==> src/design/bet_pkg.sv <==
// ----------------------------------------------------------------------------
// Boolean expression tokenizer package
// Shared types and constants for the tokenizer, its register file and queue.
// ----------------------------------------------------------------------------
package bet_pkg;

  localparam int unsigned NUM_REGS   = 8;
  localparam int unsigned ADDR_W     = 5;
  localparam int unsigned POS_W      = 12;
  localparam int unsigned IDX_W      = 16;
  localparam int unsigned TOKQ_DEPTH = 8;
  localparam int unsigned TOKQ_PTR_W = 3;
  localparam int unsigned TOKQ_CNT_W = 4;

  // Register indexes on the configuration port.
  localparam logic [2:0] REG_MARK         = 3'd0;
  localparam logic [2:0] REG_UNMARK       = 3'd1;
  localparam logic [2:0] REG_UNION_FIRST  = 3'd2;
  localparam logic [2:0] REG_UNION_SECOND = 3'd3;
  localparam logic [2:0] REG_INTER_FIRST  = 3'd4;
  localparam logic [2:0] REG_INTER_SECOND = 3'd5;
  localparam logic [2:0] REG_NEGATION     = 3'd6;
  localparam logic [2:0] REG_VARIABLE     = 3'd7;

  localparam logic [7:0] CHAR_TERM  = 8'd0;
  localparam logic [7:0] CHAR_SPACE = 8'd32;
  localparam logic [7:0] CHAR_ZERO  = 8'd48;
  localparam logic [7:0] CHAR_NINE  = 8'd57;
  localparam logic [7:0] CHAR_TAB   = 8'd9;
  localparam logic [7:0] CHAR_CR    = 8'd13;

  typedef enum logic [3:0] {
    KIND_MARK     = 4'd0,
    KIND_UNMARK   = 4'd1,
    KIND_UNION    = 4'd2,
    KIND_INTER    = 4'd3,
    KIND_NEG      = 4'd4,
    KIND_VAR      = 4'd5,
    KIND_END      = 4'd6,
    KIND_BAD_CHAR = 4'd7,
    KIND_BAD_PAIR = 4'd8
  } kind_e;

  typedef enum logic [2:0] {
    MODE_START  = 3'd0,
    MODE_UNION2 = 3'd1,
    MODE_INTER2 = 3'd2,
    MODE_VAR    = 3'd3,
    MODE_DRAIN  = 3'd4
  } mode_e;

  typedef struct packed {
    logic [7:0] mark;
    logic [7:0] unmark;
    logic [7:0] union_first;
    logic [7:0] union_second;
    logic [7:0] inter_first;
    logic [7:0] inter_second;
    logic [7:0] negation;
    logic [7:0] variable;
  } cfg_t;

  typedef struct packed {
    kind_e              kind;
    logic [POS_W-1:0]   pos;
    logic [IDX_W-1:0]   idx;
    logic               last;
  } token_t;

  // Tokens produced by one character: n is 0, 1 or 2.
  typedef struct packed {
    logic [1:0] n;
    token_t     tok0;
    token_t     tok1;
  } push_t;

endpackage

==> src/design/bet_if.sv <==
// ----------------------------------------------------------------------------
// Boolean expression tokenizer channels
// Valid/ready channels for source characters and for tokens.
// ----------------------------------------------------------------------------
interface bet_char_if;
  logic       valid;
  logic       ready;
  logic [7:0] char_in;

  modport source (output valid, output char_in, input ready);
  modport sink (input valid, input char_in, output ready);
endinterface

interface bet_token_if;
  logic        valid;
  logic        ready;
  logic [3:0]  token_kind;
  logic [11:0] token_pos;
  logic [15:0] var_index;
  logic        last;

  modport source (output valid, output token_kind, output token_pos,
                  output var_index, output last, input ready);
  modport sink (input valid, input token_kind, input token_pos,
                input var_index, input last, output ready);
endinterface

==> src/design/boolean_expression_tokenizer.sv <==
// ----------------------------------------------------------------------------
// Boolean expression tokenizer
// Turns a stream of characters of a boolean set expression into tokens.
// ----------------------------------------------------------------------------
// The block takes one character per cycle on char_i while char_i.ready is
// high and returns tokens on token_o. A character is registered on
// acceptance, decoded against the scan state in the following cycle, and its
// tokens are written to an eight-entry token queue at the next edge. One
// character gives no token, one token or two; the token with last set is the
// final one for its character. The input sustains one character per cycle;
// the output hands out one token per cycle while token_o.ready is high, so a
// run of characters that each give two tokens is paced by the queue, which
// lowers ready while it holds more than four tokens. The eight character
// codes are written through the APB-style port at byte address four times
// the register number and must only be changed while the block is idle.
// MAX_LENGTH limits the reported character offset and INDEX_BITS the
// saturation point of variable indexes.
module boolean_expression_tokenizer import bet_pkg::*; #(
  parameter int unsigned MAX_LENGTH = 4096,
  parameter int unsigned INDEX_BITS = 16
) (
  input  logic              clk_i,
  input  logic              rst_ni,
  input  logic              psel,
  input  logic              penable,
  input  logic              pwrite,
  input  logic [ADDR_W-1:0] paddr,
  input  logic [31:0]       pwdata,
  output logic [31:0]       prdata,
  output logic              pready,
  bet_char_if.sink          char_i,
  bet_token_if.source       token_o
);

  cfg_t                  cfg;
  push_t                 push;
  token_t                head;
  logic                  head_valid;
  logic [TOKQ_CNT_W-1:0] count;
  logic                  char_accept;

  bet_cfg_regs u_cfg_regs (
    .clk_i   (clk_i),
    .rst_ni  (rst_ni),
    .psel    (psel),
    .penable (penable),
    .pwrite  (pwrite),
    .paddr   (paddr),
    .pwdata  (pwdata),
    .prdata  (prdata),
    .pready  (pready),
    .cfg_o   (cfg)
  );

  // With at most four tokens queued there is room for both the character in
  // the input register and the one accepted now, two tokens each at worst.
  assign char_i.ready = (count <= TOKQ_CNT_W'(TOKQ_DEPTH - 4));
  assign char_accept  = char_i.valid && char_i.ready;

  bet_scan #(
    .MAX_LENGTH (MAX_LENGTH),
    .INDEX_BITS (INDEX_BITS)
  ) u_scan (
    .clk_i        (clk_i),
    .rst_ni       (rst_ni),
    .char_valid_i (char_accept),
    .char_i       (char_i.char_in),
    .cfg_i        (cfg),
    .push_o       (push)
  );

  bet_tok_fifo u_tok_fifo (
    .clk_i        (clk_i),
    .rst_ni       (rst_ni),
    .push_i       (push),
    .pop_i        (token_o.ready),
    .head_o       (head),
    .head_valid_o (head_valid),
    .count_o      (count)
  );

  assign token_o.valid      = head_valid;
  assign token_o.token_kind = head.kind;
  assign token_o.token_pos  = head.pos;
  assign token_o.var_index  = head.idx;
  assign token_o.last       = head.last;

endmodule

==> src/design/bet_cfg_regs.sv <==
// ----------------------------------------------------------------------------
// Tokenizer configuration registers
// APB-style register file holding the eight character codes.
// ----------------------------------------------------------------------------
module bet_cfg_regs import bet_pkg::*; (
  input  logic              clk_i,
  input  logic              rst_ni,
  input  logic              psel,
  input  logic              penable,
  input  logic              pwrite,
  input  logic [ADDR_W-1:0] paddr,
  input  logic [31:0]       pwdata,
  output logic [31:0]       prdata,
  output logic              pready,
  output cfg_t              cfg_o
);

  cfg_t       cfg_q;
  logic [2:0] reg_sel;
  logic       wr_en;

  assign pready  = 1'b1;
  assign reg_sel = paddr[ADDR_W-1:2];
  assign wr_en   = psel && penable && pwrite;

  always_ff @(posedge clk_i or negedge rst_ni) begin
    if (!rst_ni) begin
      cfg_q <= '{mark: 8'd40, unmark: 8'd41, union_first: 8'd124,
                 union_second: 8'd124, inter_first: 8'd38,
                 inter_second: 8'd38, negation: 8'd33, variable: 8'd120};
    end else if (wr_en) begin
      case (reg_sel)
        REG_MARK:         cfg_q.mark         <= pwdata[7:0];
        REG_UNMARK:       cfg_q.unmark       <= pwdata[7:0];
        REG_UNION_FIRST:  cfg_q.union_first  <= pwdata[7:0];
        REG_UNION_SECOND: cfg_q.union_second <= pwdata[7:0];
        REG_INTER_FIRST:  cfg_q.inter_first  <= pwdata[7:0];
        REG_INTER_SECOND: cfg_q.inter_second <= pwdata[7:0];
        REG_NEGATION:     cfg_q.negation     <= pwdata[7:0];
        REG_VARIABLE:     cfg_q.variable     <= pwdata[7:0];
        default:          cfg_q              <= cfg_q;
      endcase
    end
  end

  always_comb begin
    prdata = 32'd0;
    case (reg_sel)
      REG_MARK:         prdata[7:0] = cfg_q.mark;
      REG_UNMARK:       prdata[7:0] = cfg_q.unmark;
      REG_UNION_FIRST:  prdata[7:0] = cfg_q.union_first;
      REG_UNION_SECOND: prdata[7:0] = cfg_q.union_second;
      REG_INTER_FIRST:  prdata[7:0] = cfg_q.inter_first;
      REG_INTER_SECOND: prdata[7:0] = cfg_q.inter_second;
      REG_NEGATION:     prdata[7:0] = cfg_q.negation;
      REG_VARIABLE:     prdata[7:0] = cfg_q.variable;
      default:          prdata      = 32'd0;
    endcase
  end

  assign cfg_o = cfg_q;

endmodule

==> src/design/bet_scan.sv <==
// ----------------------------------------------------------------------------
// Tokenizer scan stage
// Input register, scan state and the per-character token decision.
// ----------------------------------------------------------------------------
module bet_scan import bet_pkg::*; #(
  parameter int unsigned MAX_LENGTH = 4096,
  parameter int unsigned INDEX_BITS = 16
) (
  input  logic       clk_i,
  input  logic       rst_ni,
  input  logic       char_valid_i,
  input  logic [7:0] char_i,
  input  cfg_t       cfg_i,
  output push_t      push_o
);

  localparam int unsigned PosMaxInt = (MAX_LENGTH < 4096) ? MAX_LENGTH - 1 : 4095;
  localparam logic [POS_W-1:0] PosMax = POS_W'(PosMaxInt);
  localparam logic [19:0] IdxMax =
    (INDEX_BITS < 16) ? 20'((64'd1 << INDEX_BITS) - 64'd1) : 20'd65535;

  logic             in_valid_q;
  logic [7:0]       in_char_q;
  mode_e            mode_q, mode_d;
  logic [POS_W-1:0] pos_q, pos_d;
  logic [POS_W-1:0] start_q, start_d;
  logic [IDX_W-1:0] acc_q, acc_d;

  // Start-of-token decode of the current character.
  logic       blank, is_digit;
  logic       bt_emit;
  kind_e      bt_kind;
  mode_e      bt_mode;
  logic       bt_clear_acc;
  logic [3:0] digit;
  logic [19:0] acc_next;
  token_t     var_tok, bt_tok;
  push_t      push;

  always_ff @(posedge clk_i or negedge rst_ni) begin
    if (!rst_ni) begin
      in_valid_q <= 1'b0;
    end else begin
      in_valid_q <= char_valid_i;
    end
  end

  always_ff @(posedge clk_i) begin
    if (char_valid_i) begin
      in_char_q <= char_i;
    end
  end

  always_ff @(posedge clk_i or negedge rst_ni) begin
    if (!rst_ni) begin
      mode_q  <= MODE_START;
      pos_q   <= '0;
      start_q <= '0;
      acc_q   <= '0;
    end else if (in_valid_q) begin
      mode_q  <= mode_d;
      pos_q   <= pos_d;
      start_q <= start_d;
      acc_q   <= acc_d;
    end
  end

  assign blank    = (in_char_q == CHAR_SPACE) ||
                    ((in_char_q >= CHAR_TAB) && (in_char_q <= CHAR_CR));
  assign is_digit = (in_char_q >= CHAR_ZERO) && (in_char_q <= CHAR_NINE);
  assign digit    = 4'(in_char_q - CHAR_ZERO);
  assign acc_next = 20'({acc_q, 3'b000}) + 20'({acc_q, 1'b0}) + 20'(digit);

  // Priority follows the order of the character tests at token start.
  always_comb begin
    bt_emit      = 1'b0;
    bt_kind      = KIND_BAD_CHAR;
    bt_mode      = MODE_START;
    bt_clear_acc = 1'b0;
    if (in_char_q == cfg_i.mark) begin
      bt_emit = 1'b1;
      bt_kind = KIND_MARK;
    end else if (in_char_q == cfg_i.unmark) begin
      bt_emit = 1'b1;
      bt_kind = KIND_UNMARK;
    end else if (in_char_q == cfg_i.union_first) begin
      bt_mode = MODE_UNION2;
    end else if (in_char_q == cfg_i.inter_first) begin
      bt_mode = MODE_INTER2;
    end else if (in_char_q == cfg_i.negation) begin
      bt_emit = 1'b1;
      bt_kind = KIND_NEG;
    end else if (in_char_q == cfg_i.variable) begin
      bt_mode      = MODE_VAR;
      bt_clear_acc = 1'b1;
    end else begin
      bt_emit = 1'b1;
      bt_mode = MODE_DRAIN;
    end
  end

  assign var_tok = '{kind: KIND_VAR, pos: start_q, idx: acc_q, last: 1'b0};
  assign bt_tok  = '{kind: bt_kind, pos: pos_q, idx: '0, last: 1'b0};

  always_comb begin
    mode_d  = mode_q;
    start_d = start_q;
    acc_d   = acc_q;
    pos_d   = (pos_q < PosMax) ? pos_q + POS_W'(1) : pos_q;
    push    = '0;

    if (in_char_q == CHAR_TERM) begin
      // The terminator flushes any open token and then closes the string.
      mode_d  = MODE_START;
      pos_d   = '0;
      start_d = '0;
      acc_d   = '0;
      case (mode_q)
        MODE_VAR: begin
          push.n    = 2'd2;
          push.tok0 = var_tok;
          push.tok1 = '{kind: KIND_END, pos: pos_q, idx: '0, last: 1'b0};
        end
        MODE_UNION2, MODE_INTER2: begin
          push.n    = 2'd2;
          push.tok0 = '{kind: KIND_BAD_PAIR, pos: start_q, idx: '0, last: 1'b0};
          push.tok1 = '{kind: KIND_END, pos: pos_q, idx: '0, last: 1'b0};
        end
        default: begin
          push.n    = 2'd1;
          push.tok0 = '{kind: KIND_END, pos: pos_q, idx: '0, last: 1'b0};
        end
      endcase
    end else begin
      case (mode_q)
        MODE_UNION2, MODE_INTER2: begin
          push.n = 2'd1;
          if (in_char_q == ((mode_q == MODE_UNION2) ? cfg_i.union_second
                                                     : cfg_i.inter_second)) begin
            push.tok0 = '{kind: (mode_q == MODE_UNION2) ? KIND_UNION : KIND_INTER,
                          pos: start_q, idx: '0, last: 1'b0};
            mode_d    = MODE_START;
          end else begin
            push.tok0 = '{kind: KIND_BAD_PAIR, pos: start_q, idx: '0, last: 1'b0};
            mode_d    = MODE_DRAIN;
          end
        end
        MODE_VAR: begin
          if (is_digit) begin
            acc_d = (acc_next > IdxMax) ? IdxMax[IDX_W-1:0] : acc_next[IDX_W-1:0];
          end else begin
            // A non-blank character that ends the variable also opens the next token.
            push.tok0 = var_tok;
            acc_d     = '0;
            mode_d    = MODE_START;
            push.n    = 2'd1;
            if (!blank) begin
              start_d   = pos_q;
              mode_d    = bt_mode;
              push.tok1 = bt_tok;
              push.n    = bt_emit ? 2'd2 : 2'd1;
            end
          end
        end
        MODE_START: begin
          if (!blank) begin
            start_d   = pos_q;
            mode_d    = bt_mode;
            push.tok0 = bt_tok;
            push.n    = bt_emit ? 2'd1 : 2'd0;
            if (bt_clear_acc) begin
              acc_d = '0;
            end
          end
        end
        default: begin
          mode_d = MODE_DRAIN;
        end
      endcase
    end

    if (push.n == 2'd1) begin
      push.tok0.last = 1'b1;
    end else if (push.n == 2'd2) begin
      push.tok1.last = 1'b1;
    end

    if (!in_valid_q) begin
      push.n = 2'd0;
    end
  end

  assign push_o = push;

endmodule

==> src/design/bet_tok_fifo.sv <==
// ----------------------------------------------------------------------------
// Token queue
// Small queue that takes up to two tokens a cycle and hands out one.
// ----------------------------------------------------------------------------
module bet_tok_fifo import bet_pkg::*; (
  input  logic                  clk_i,
  input  logic                  rst_ni,
  input  push_t                 push_i,
  input  logic                  pop_i,
  output token_t                head_o,
  output logic                  head_valid_o,
  output logic [TOKQ_CNT_W-1:0] count_o
);

  token_t                mem_q [TOKQ_DEPTH];
  logic [TOKQ_PTR_W-1:0] wr_ptr_q, rd_ptr_q;
  logic [TOKQ_CNT_W-1:0] count_q;
  logic                  pop;
  logic [TOKQ_PTR_W-1:0] wr_ptr_b;

  assign pop      = pop_i && (count_q != '0);
  assign wr_ptr_b = wr_ptr_q + TOKQ_PTR_W'(1);

  always_ff @(posedge clk_i) begin
    if (push_i.n != 2'd0) begin
      mem_q[wr_ptr_q] <= push_i.tok0;
    end
    if (push_i.n == 2'd2) begin
      mem_q[wr_ptr_b] <= push_i.tok1;
    end
  end

  always_ff @(posedge clk_i or negedge rst_ni) begin
    if (!rst_ni) begin
      wr_ptr_q <= '0;
      rd_ptr_q <= '0;
      count_q  <= '0;
    end else begin
      wr_ptr_q <= wr_ptr_q + TOKQ_PTR_W'(push_i.n);
      if (pop) begin
        rd_ptr_q <= rd_ptr_q + TOKQ_PTR_W'(1);
      end
      count_q <= count_q + TOKQ_CNT_W'(push_i.n) - TOKQ_CNT_W'(pop);
    end
  end

  assign head_o       = mem_q[rd_ptr_q];
  assign head_valid_o = (count_q != '0);
  assign count_o      = count_q;

endmodule
==> src/flat_wrapper.sv <==
// flat-port wrapper written by rule: the top's interface ports become plain ports
module boolean_expression_tokenizer_flat import bet_pkg::*;
#(
  parameter int unsigned MAX_LENGTH = 4096,
  parameter int unsigned INDEX_BITS = 16
)
  (clk_i, rst_ni, psel, penable, pwrite, paddr, pwdata, prdata, pready, char_i_valid, char_i_char_in, char_i_ready, token_o_valid, token_o_token_kind, token_o_token_pos, token_o_var_index, token_o_last, token_o_ready);
  bet_char_if char_i_i ();
  bet_token_if token_o_i ();
  input  logic clk_i;
  input  logic rst_ni;
  input  logic psel;
  input  logic penable;
  input  logic pwrite;
  input  logic [ADDR_W-1:0] paddr;
  input  logic [31:0] pwdata;
  output logic [31:0] prdata;
  output logic pready;
  input wire logic [$bits(char_i_i.valid)-1:0] char_i_valid;
  input wire logic [$bits(char_i_i.char_in)-1:0] char_i_char_in;
  output wire logic [$bits(char_i_i.ready)-1:0] char_i_ready;
  output wire logic [$bits(token_o_i.valid)-1:0] token_o_valid;
  output wire logic [$bits(token_o_i.token_kind)-1:0] token_o_token_kind;
  output wire logic [$bits(token_o_i.token_pos)-1:0] token_o_token_pos;
  output wire logic [$bits(token_o_i.var_index)-1:0] token_o_var_index;
  output wire logic [$bits(token_o_i.last)-1:0] token_o_last;
  input wire logic [$bits(token_o_i.ready)-1:0] token_o_ready;
  assign char_i_i.valid = char_i_valid;
  assign char_i_i.char_in = char_i_char_in;
  assign char_i_ready = char_i_i.ready;
  assign token_o_valid = token_o_i.valid;
  assign token_o_token_kind = token_o_i.token_kind;
  assign token_o_token_pos = token_o_i.token_pos;
  assign token_o_var_index = token_o_i.var_index;
  assign token_o_last = token_o_i.last;
  assign token_o_i.ready = token_o_ready;
  boolean_expression_tokenizer #(.MAX_LENGTH(MAX_LENGTH), .INDEX_BITS(INDEX_BITS)) u_core (.clk_i(clk_i), .rst_ni(rst_ni), .psel(psel), .penable(penable), .pwrite(pwrite), .paddr(paddr), .pwdata(pwdata), .prdata(prdata), .pready(pready), .char_i(char_i_i), .token_o(token_o_i));
endmodule
==> config.mk <==
export PLATFORM = sky130hd
export DESIGN_NAME = boolean_expression_tokenizer_flat
export DESIGN_NICKNAME = d
export VERILOG_FILES = /design/src/design/bet_pkg.sv /design/src/design/bet_if.sv /design/src/design/boolean_expression_tokenizer.sv /design/src/design/bet_cfg_regs.sv /design/src/design/bet_scan.sv /design/src/design/bet_tok_fifo.sv /design/src/flat_wrapper.sv
export SDC_FILE = /design/constraint.sdc
export NUM_CORES = 1
export LEC_CHECK = 0
export ABC_AREA = 1
export BUFFER_PORTS_ARGS = -buffer_cell sky130_fd_sc_hd__buf_2
export CAP_MARGIN = 10
export CELL_PAD_IN_SITES_DETAIL_PLACEMENT = 1
export CELL_PAD_IN_SITES_GLOBAL_PLACEMENT = 1
export CORE_UTILIZATION = 45
export DETAILED_ROUTE_END_ITERATION = 6
export MAX_ROUTING_LAYER = met4
export PLACE_DENSITY = 0.77
export SLEW_MARGIN = 5
export SYNTH_ARGS = -nofsm -noshare
export SYNTH_HDL_FRONTEND = slang
export SYNTH_HIERARCHICAL = 1
export SYNTH_SLANG_ARGS = --single-unit
==> constraint.sdc <==
create_clock -name clk_i -period 11.6 [get_ports clk_i]
set_input_delay 2.9 -clock clk_i [delete_from_list [all_inputs] [get_ports clk_i]]
set_output_delay 2.9 -clock clk_i [all_outputs]
set_load 0.05 [all_outputs]
==> flow_summary_export.csv, run 1 <==
group,metric,value,unit
layout,multi_input_comb_area,11300,um2
worst_setup_path,critical_path.n_buffers_inverters,3,
clock_network,clk_path_buf_depth,3,
route,route.vias.total,23200,
global_routing,first_global_vias,24200,
worst_setup_path,critical-path-top-cell-by-count,"buf_2",
min_path,min_path_type,"reg2reg",
worst_setup_path,timing.reg2reg.setup_slack,6.35,ns
worst_setup_path,r2r_end,"u_core/u_tok_fifo/mem_q[6][27]$_DFFE_PP_",
logic_synthesis,post_synth_xor_area_fraction,1.03,%
clock_network,cts.hold.buffers_added,0,
worst_setup_path,cp.required,8.70,ns
die,top_level_ports,120,
timing,timing.final.crit_share,65.7,%
logic_synthesis,yosysSeqAreaShare,43.7,%
logic_synthesis,flops_latches_synth,390,
layout,finalNetCount,3389,
logic_synthesis,syn_avg_cell_area,7.46,um2
die,initial_standard_cell_utilization_of_the_core,45.9,%
clock_network,cts_setup_buffers,0,
route,route.antenna.remaining_nets,0,
die,die_h,240,um
worst_setup_path,slowest_delay,0.54,ns
pwr,worst_ir_drop_on_vdd,0.000174,V
logic_synthesis,ys_dominant_reg_cell,"edfxtp_1",
pwr,cellPowerDensity,220,nW/um2
layout,fill_cells,6944,
clock_network,cts.repair.resized,0,
logic_synthesis,synth.area.mux_share,0,%
status,status,"finished clean",
timing,slew_viol_final,0,
global_routing,grt_usage,31.4,%
worst_setup_path,timing.critical_path.cells,"buf_2, inv_1, nand4_1, nand2_1, nor2_1, nand3_1, buf_2",
timing,hold_viol_final,0,
logic_synthesis,synthDominantAreaCellType,"edfxtp_1",
logic_synthesis,netlist_area,25500,um2
worst_setup_path,endpoint_kind_of_the_worst_setup_timing_path,"primary output",
logic_synthesis,synth_top_family_by_area,"simple AND/OR/NAND/NOR gates",
clock_network,cts_sinks,390,
min_path,timing.hold.worst_path_depth,1,
worst_setup_path,cp_top_family,"buffers and inverters",
die,die_w,240,um
die,core_area,55500,um2
place,portBuffers,68,
timing,setup_tns,0,ns
route,vias_per_cell,5.69,
logic_synthesis,synth_compound_area_share,4.03,%
worst_setup_path,worst-endpoint-arrival,4.72,ns
route,totalWireLength,86500,um
logic_synthesis,area_fraction_in_and_or_nand_and_nor_cells_after_synthesis,35.9,%
clock_network,clk_latency,0.60,ns
timing,rsz0062_at_grt,"false",
worst_setup_path,timing.critical_path.slowest_stage_cell,"inv_1",
worst_setup_path,critPathMaxFanout,29,
route,drt_iter0_markers,1650,
layout,most_common_cell_after_layout_fill_and_taps_aside,"nand2_1",
clock_network,cts.root.buffer_cell,"clkbuf_16",
timing,timing.hold.ws,0.484,ns
clock_network,worst_setup_hold_path_clk_slew,0.06,ns
clock_network,cts_tree,"built",
logic_synthesis,synth.yosys.warnings,6,
global_routing,grt_start_max_net_pins,134,
timing,timing_worst_slew_pin_value,1.33,ns
place,place.detailed.hpwl,52900,um
logic_synthesis,synth_edf_count,272,
logic_synthesis,synthArstFlopShare,30.3,%
min_path,min_from,"u_core/u_scan/pos_q[2]$_DFFE_PN0P_",
die,floorplan.die_area,57600,um2
die,std_cell_rows,86,
global_routing,global_route_wire_length_before_repair,135000,um
layout,layout.area.seq,11200,um2
worst_setup_path,ff2ff_path_depth,21,
worst_setup_path,worstSetupPathType,"in2out",
pwr,power.leakage,13.4,nW
clock_network,h-tree-depth,2,
logic_synthesis,synthAdderAreaFrac,2.33,%
logic_synthesis,netlist-cell-type-count,58,
layout,syn2layout_area_growth,6.20,%
logic_synthesis,synth_cells,3416,
timing,finalClockSkew,0.0235,ns
worst_setup_path,r2r_start,"u_core/u_scan/in_char_q[5]$_DFFE_PP_",
job,cap_viol_max_count,0,
min_path,holdPathEnd,"u_core/u_scan/pos_q[2]$_DFFE_PN0P_",
global_routing,grt_overflow_total,0,
route,number_of_remaining_drc_errors,0,
logic_synthesis,post_synth_main_area_contributors,"edfxtp_1 (32%), nand2_1 (20%), dfrtp_1 (8.9%)",
timing,post-route-min-period,7.62,ns
clock_network,cts_made_buffers,46,
global_routing,antenna_found_initial,1,
layout,share_of_layout_cells_above_drive_strength_1,9.16,%
route,avgRoutedWirePerCell,21.2,um
logic_synthesis,synth_top_area_share,32.0,%
worst_setup_path,setup.worst_path.start_class,"input pin",
place,place.gp.congestion,0.883,
timing,relative_slew_margins,11.3,%
timing,final-setup-viol-count,0,
route,drt_pre_antenna_iters,5,
timing,timing.fmax,131,MHz
layout,mostFrequentLayoutCells,"nand2_1 (1328), inv_1 (393), nand4_1 (315), edfxtp_1 (272), nand3_1 (209)",
per-layer routing:
| layer | wire length, um | global-route usage (%) |
|---|---|---|
| met1 | 35900 | 37.8 |
| met2 | 42800 | 53.9 |
| met3 | 4950 | 4.12 |
| met4 | 2790 | 10.9 |
| met5 | 0 | - |
final cells by class:
cell class / count / area share, %
diodes: 1 / 0.00924
well taps: 748 / 3.46
repair buffers: 100 / 2.15
clock inverters: 19 / 0.675
flip-flops and latches: 390 / 41.2
clock buffers: 67 / 4.88
multi-input cells: 2342 / 41.8
inverters: 412 / 5.83
per-stage QoR:
step	setup WS, ns	area, um2	instances	power [W]	util (%)
floorplan	4.66	25600	3455	0.00373	-
global placement	4.03	25600	3992	0.00437	46.1
detailed placement	4.00	25600	3992	0.00447	46.1
CTS	3.98	27100	4078	0.00594	48.8
global route	3.84	27100	4079	0.00624	48.8
finish	3.98	27100	4079	0.00595	48.8
cell families after synthesis:
kind of cell / Yosys count
flops: 390
compound gates: 170
other cells: 3
simple gates: 2055
fa+ha+maj: 45
xor+xnor: 30
buf+inv: 723
power breakdown:
part	internal [W]	switching, W
clock	0.000856	0.000598
combinational	0.000535	0.00210
sequential	0.00168	0.000180
total	0.00307	0.00288
flip-flops by register name, summed over array words and instances (netlist names):
| register | flops |
|---|---|
| u_core/u_scan/start_q | 12 |
| u_core/u_scan/pos_q | 12 |
| u_core/u_tok_fifo/rd_ptr_q | 3 |
| u_core/u_scan/mode_q | 3 |
| u_core/u_scan/acc_q | 16 |
| u_core/u_cfg_regs/cfg_o | 64 |
| u_core/u_tok_fifo/wr_ptr_q | 3 |
| u_core/u_scan/in_valid_q | 1 |
| u_core/u_tok_fifo/count_o | 4 |
| u_core/u_scan/in_char_q | 8 |
| u_core/u_tok_fifo/mem_q | 264 |
Yosys cell counts (16+ instances only):
cell type,n
buf_4,60
inv_1,394
o21ai_0,36
buf_1,17
o21ai_1,34
nor2_1,121
dfstp_2,27
xor2_1,17
nand3_1,209
buf_2,152
nand4_1,315
a21oi_1,39
o21ai_2,16
dfrtp_1,91
clkbuf_1,65
edfxtp_1,272
ha_1,41
nand2_1,1328
o22ai_1,22
worst max path at each step:
stage / startpoint / end / slack (ns) / cells past startpoint
floorplan: paddr[3] / prdata[0] / 4.66 / 7
global placement: paddr[3] / prdata[4] / 4.03 / 7
detailed placement: paddr[3] / prdata[4] / 4.00 / 7
CTS: paddr[3] / prdata[4] / 3.98 / 7
global route: paddr[3] / prdata[5] / 3.84 / 7
finish: paddr[3] / prdata[4] / 3.98 / 7
Power figures use the tool's default switching activity.
==> run 2: changes to the inputs <==
Settings changed: ABC_AREA 1 to 0, PLACE_DENSITY 0.77 to 0.72.
Clock period 11.6 ns to 6.54 ns, I/O delays scaled along.
==> run 2 against run 1 <==
Net effect: routed wire length shrank 34%; clock skew decreased by 0.0011 ns; sequential power rose by 69%; power grew 33%; via count decreased by 42%; clock power rose by 68%; first-iteration DRC count decreased by 50%; worst setup slack worse by 2.8 ns; cell count decreased by 44%; die area down 14%; synthesized cell count fell by 54%; critical endpoint is now u_core/u_tok_fifo/mem_q[6][8]$_DFFE_PP_.
==> flow_summary_export.csv, run 2 <==
group,metric,value,unit
global_routing,global_route_wire_length_before_repair,89600,um
timing,slew_viol_final,0,
clock_network,cts_sinks,390,
timing,timing.fmax,186,MHz
logic_synthesis,synthArstFlopShare,30.3,%
pwr,clock_share_of_power,30.9,%
worst_setup_path,timing.reg2reg.setup_slack,1.18,ns
timing,finalClockSkew,0.0224,ns
global_routing,grt_start_max_net_pins,64,
worst_setup_path,ff2ff_path_depth,11,
pwr,switching_power_total,0.00278,W
place,numPlacedInstances,2183,
layout,finalNetCount,1711,
die,die_h,223,um
clock_network,worst_setup_hold_path_clk_slew,0.06,ns
layout,syn2layout_area_growth,10.0,%
layout,top_register,"u_core/u_tok_fifo/mem_q",
worst_setup_path,slowest_delay,0.85,ns
logic_synthesis,syn_avg_cell_area,14.0,um2
pwr,combPwrFrac,29.4,%
route,totalWireLength,57400,um
layout,share_of_layout_cells_above_drive_strength_1,39.9,%
global_routing,grt_overflow_total,0,
timing,timing_worst_slew_pin_value,1.21,ns
pwr,switching_share,35.1,%
pwr,p_int,0.00513,W
clock_network,cts.root.buffer_cell,"clkbuf_16",
worst_setup_path,timing.critical_path.cells,"xor2_1, nor4_1, a211oi_1, or3_1, a21oi_1, mux2i_1, nor2_1, nand4b_1, nor2_4, buf_4, mux2_2",
logic_synthesis,synth_edf_count,272,
global_routing,antenna_found_initial,1,
logic_synthesis,flops_latches_synth,390,
timing,relative_slew_margins,18.7,%
logic_synthesis,ys_dominant_reg_cell,"edfxtp_1",
layout,stdcell_area,24100,um2
die,core_area,47900,um2
clock_network,cts.repair.resized,0,
die,std_cell_rows,80,
logic_synthesis,post_synth_main_area_contributors,"edfxtp_1 (37%), mux2_2 (18%), dfrtp_1 (10%)",
clock_network,cts_made_buffers,44,
logic_synthesis,synth_cells,1563,
timing,setup_tns,0,ns
logic_synthesis,yosys.cell_count.top_type,"mux2_2",
place,detailed_place.area,22700,um2
worst_setup_path,setup.worst_path.end,"u_core/u_tok_fifo/mem_q[6][8]$_DFFE_PP_",
pwr,power.leakage,9.63,nW
route,drt_iter0_markers,832,
timing,timing.final.crit_share,82.0,%
logic_synthesis,synthDominantAreaCellType,"edfxtp_1",
die,floorplan.die_area,49600,um2
min_path,min_from,"u_core/u_scan/start_q[2]$_DFFE_PN0P_",
timing,hold_viol_final,0,
worst_setup_path,worst-endpoint-arrival,5.70,ns
global_routing,grt_usage,24.4,%
worst_setup_path,worstSetupPathType,"reg2reg",
worst_setup_path,setup.worst_path.start_class,"register",
layout,most_common_cell_after_layout_fill_and_taps_aside,"mux2_2",
route,route.vias.total,13500,
worst_setup_path,cp.required,6.88,ns
route,number_of_remaining_drc_errors,0,
logic_synthesis,synth_top_area_share,37.3,%
global_routing,first_global_vias,14700,
pwr,power_frac_seq,39.7,%
worst_setup_path,r2r_start,"u_core/u_scan/in_char_q[5]$_DFFE_PP_",
worst_setup_path,endpoint_kind_of_the_worst_setup_timing_path,"register",
status,status,"finished clean",
pwr,cellPowerDensity,328,nW/um2
layout,mostFrequentLayoutCells,"mux2_2 (356), edfxtp_1 (272), dfrtp_1 (88), buf_2 (67), mux4_2 (66)",
logic_synthesis,synth.cells.most_frequent,"mux2_2 (356), edfxtp_1 (272), dfrtp_1 (91)",
layout,antenna_cells_inserted,0,
die,initial_standard_cell_utilization_of_the_core,45.7,%
route,vias_per_cell,5.96,
logic_synthesis,synth.yosys.warnings,6,
logic_synthesis,netlist_area,21900,um2
pwr,worst_ir_drop_on_vdd,0.000208,V
worst_setup_path,timing.critical_path.slowest_stage_cell,"edfxtp_1",
worst_setup_path,r2r_end,"u_core/u_tok_fifo/mem_q[6][8]$_DFFE_PP_",
layout,number_of_flip_flops_under_the_largest_register_name,264,
timing,post-route-min-period,5.36,ns
timing,final-setup-viol-count,0,
clock_network,clk_path_buf_depth,3,
worst_setup_path,critPathMaxFanout,19,
clock_network,cts.hold.buffers_added,0,
clock_network,h-tree-depth,2,
die,die_w,223,um
timing,rsz0062_at_grt,"false",
logic_synthesis,netlist-cell-type-count,81,
min_path,min_path_type,"reg2reg",
layout,post_route_non_filler_standard_cell_count,2265,
job,cap_viol_max_count,0,
worst_setup_path,startpoint,"u_core/u_scan/in_char_q[5]$_DFFE_PP_",
place,place.detailed.hpwl,35800,um
clock_network,cts_tree,"built",
place,portBuffers,68,
clock_network,cts_setup_buffers,0,
route,drt_pre_antenna_iters,5,
place,place.gp.congestion,0.818,
die,top_level_ports,120,
clock_network,clk_latency,0.59,ns
logic_synthesis,yosysSeqAreaShare,50.9,%
route,avgRoutedWirePerCell,25.4,um
route,route.antenna.remaining_nets,0,
-- run 2: cell types whose count changed after synthesis, sizes merged, moves of 27 or more --
cell    before  now
buf        246  111
clkbuf      65   19
inv        412   34
mux2         0  364
mux2i        0   27
mux4         0   66
nand2     1342   60
nand3      222   14
nand4      315   11
nor2       138   53
o21ai       88   33
-- run 2: cells by family after synthesis --
| family | Yosys count | synth area share (%) |
|---|---|---|
| DFF | 390 | 50.9 |
| xor gates and xnor gates | 79 | 3.22 |
| and+or+nand+nor | 242 | 6.31 |
| buffers and inverters | 164 | 4.15 |
| muxes | 457 | 26.8 |
| AOI/OAI and AO/OA | 183 | 5.84 |
| adders and majority gates | 45 | 2.71 |
| other | 3 | 0.0514 |
-- run 2: layer usage --
layer / up-vias / track usage (%) / share of wire, %
met3: 82 / 2.76 / 3.5
li1: 6018 / - / -
met5: - / - / 0
met1: 7104 / 32.0 / 45
met4: 0 / 6.74 / 2.0
met2: 288 / 40.1 / 49
-- run 2: cell type report --
cell class / count / area, um2
tap: 615 / 769
clock buffer: 65 / 1210
sequential: 390 / 11200
clock inverter: 17 / 183
multi-input combinational: 1048 / 10100
fill: 4723 / 23800
timing repair buffer: 96 / 553
inverter: 34 / 128
-- run 2: critical path, delay by kind of cell (launching register included) --
| family | cells | cell delay, ns |
|---|---|---|
| XOR/XNOR | 1 | 0.15 |
| AO/OA/AOI/OAI | 2 | 0.48 |
| multiplexers | 2 | 0.66 |
| buffers and inverters | 1 | 0.34 |
| AND/OR/NAND/NOR | 5 | 2.62 |
| flip-flops | 1 | 0.85 |
-- run 2: power by group through the flow --
stage | sequential, W | combinational (W) | clock, W
3_5_place_dp | 0.00319 | 0.00234 | 0
5_1_grt | 0.00318 | 0.00247 | 0.00258
2_1_floorplan | 0.00295 | 0.00201 | 0
3_3_place_gp | 0.00318 | 0.00230 | 0
4_1_cts | 0.00315 | 0.00235 | 0.00249
6_report | 0.00314 | 0.00233 | 0.00244
-- run 2: how the worst min path moves through the flow --
stage | slack (ns) | endpoint | depth (start not counted)
6_report | 0.49 | u_core/u_scan/start_q[2]$_DFFE_PN0P_ | 2
5_1_grt | 0.50 | u_core/u_scan/start_q[2]$_DFFE_PN0P_ | 2
4_1_cts | 0.49 | u_core/u_scan/start_q[2]$_DFFE_PN0P_ | 2
3_5_place_dp | 0.47 | u_core/u_scan/start_q[2]$_DFFE_PN0P_ | 2
3_3_place_gp | 0.46 | u_core/u_scan/start_q[0]$_DFFE_PN0P_ | 2
2_1_floorplan | 0.45 | u_core/u_scan/start_q[10]$_DFFE_PN0P_ | 2
-- run 2: per-stage QoR --
step / setup WS [ns] / utilization, % / power [W] / hold WS [ns]
after floorplan: 1.11 / - / 0.00495 / 0.448
after global placement: 1.27 / 47.4 / 0.00548 / 0.462
after detailed placement: 1.12 / 47.4 / 0.00553 / 0.472
after CTS: 1.08 / 50.3 / 0.00799 / 0.485
after global routing: 0.928 / 50.3 / 0.00823 / 0.500
final: 1.18 / 50.3 / 0.00791 / 0.487
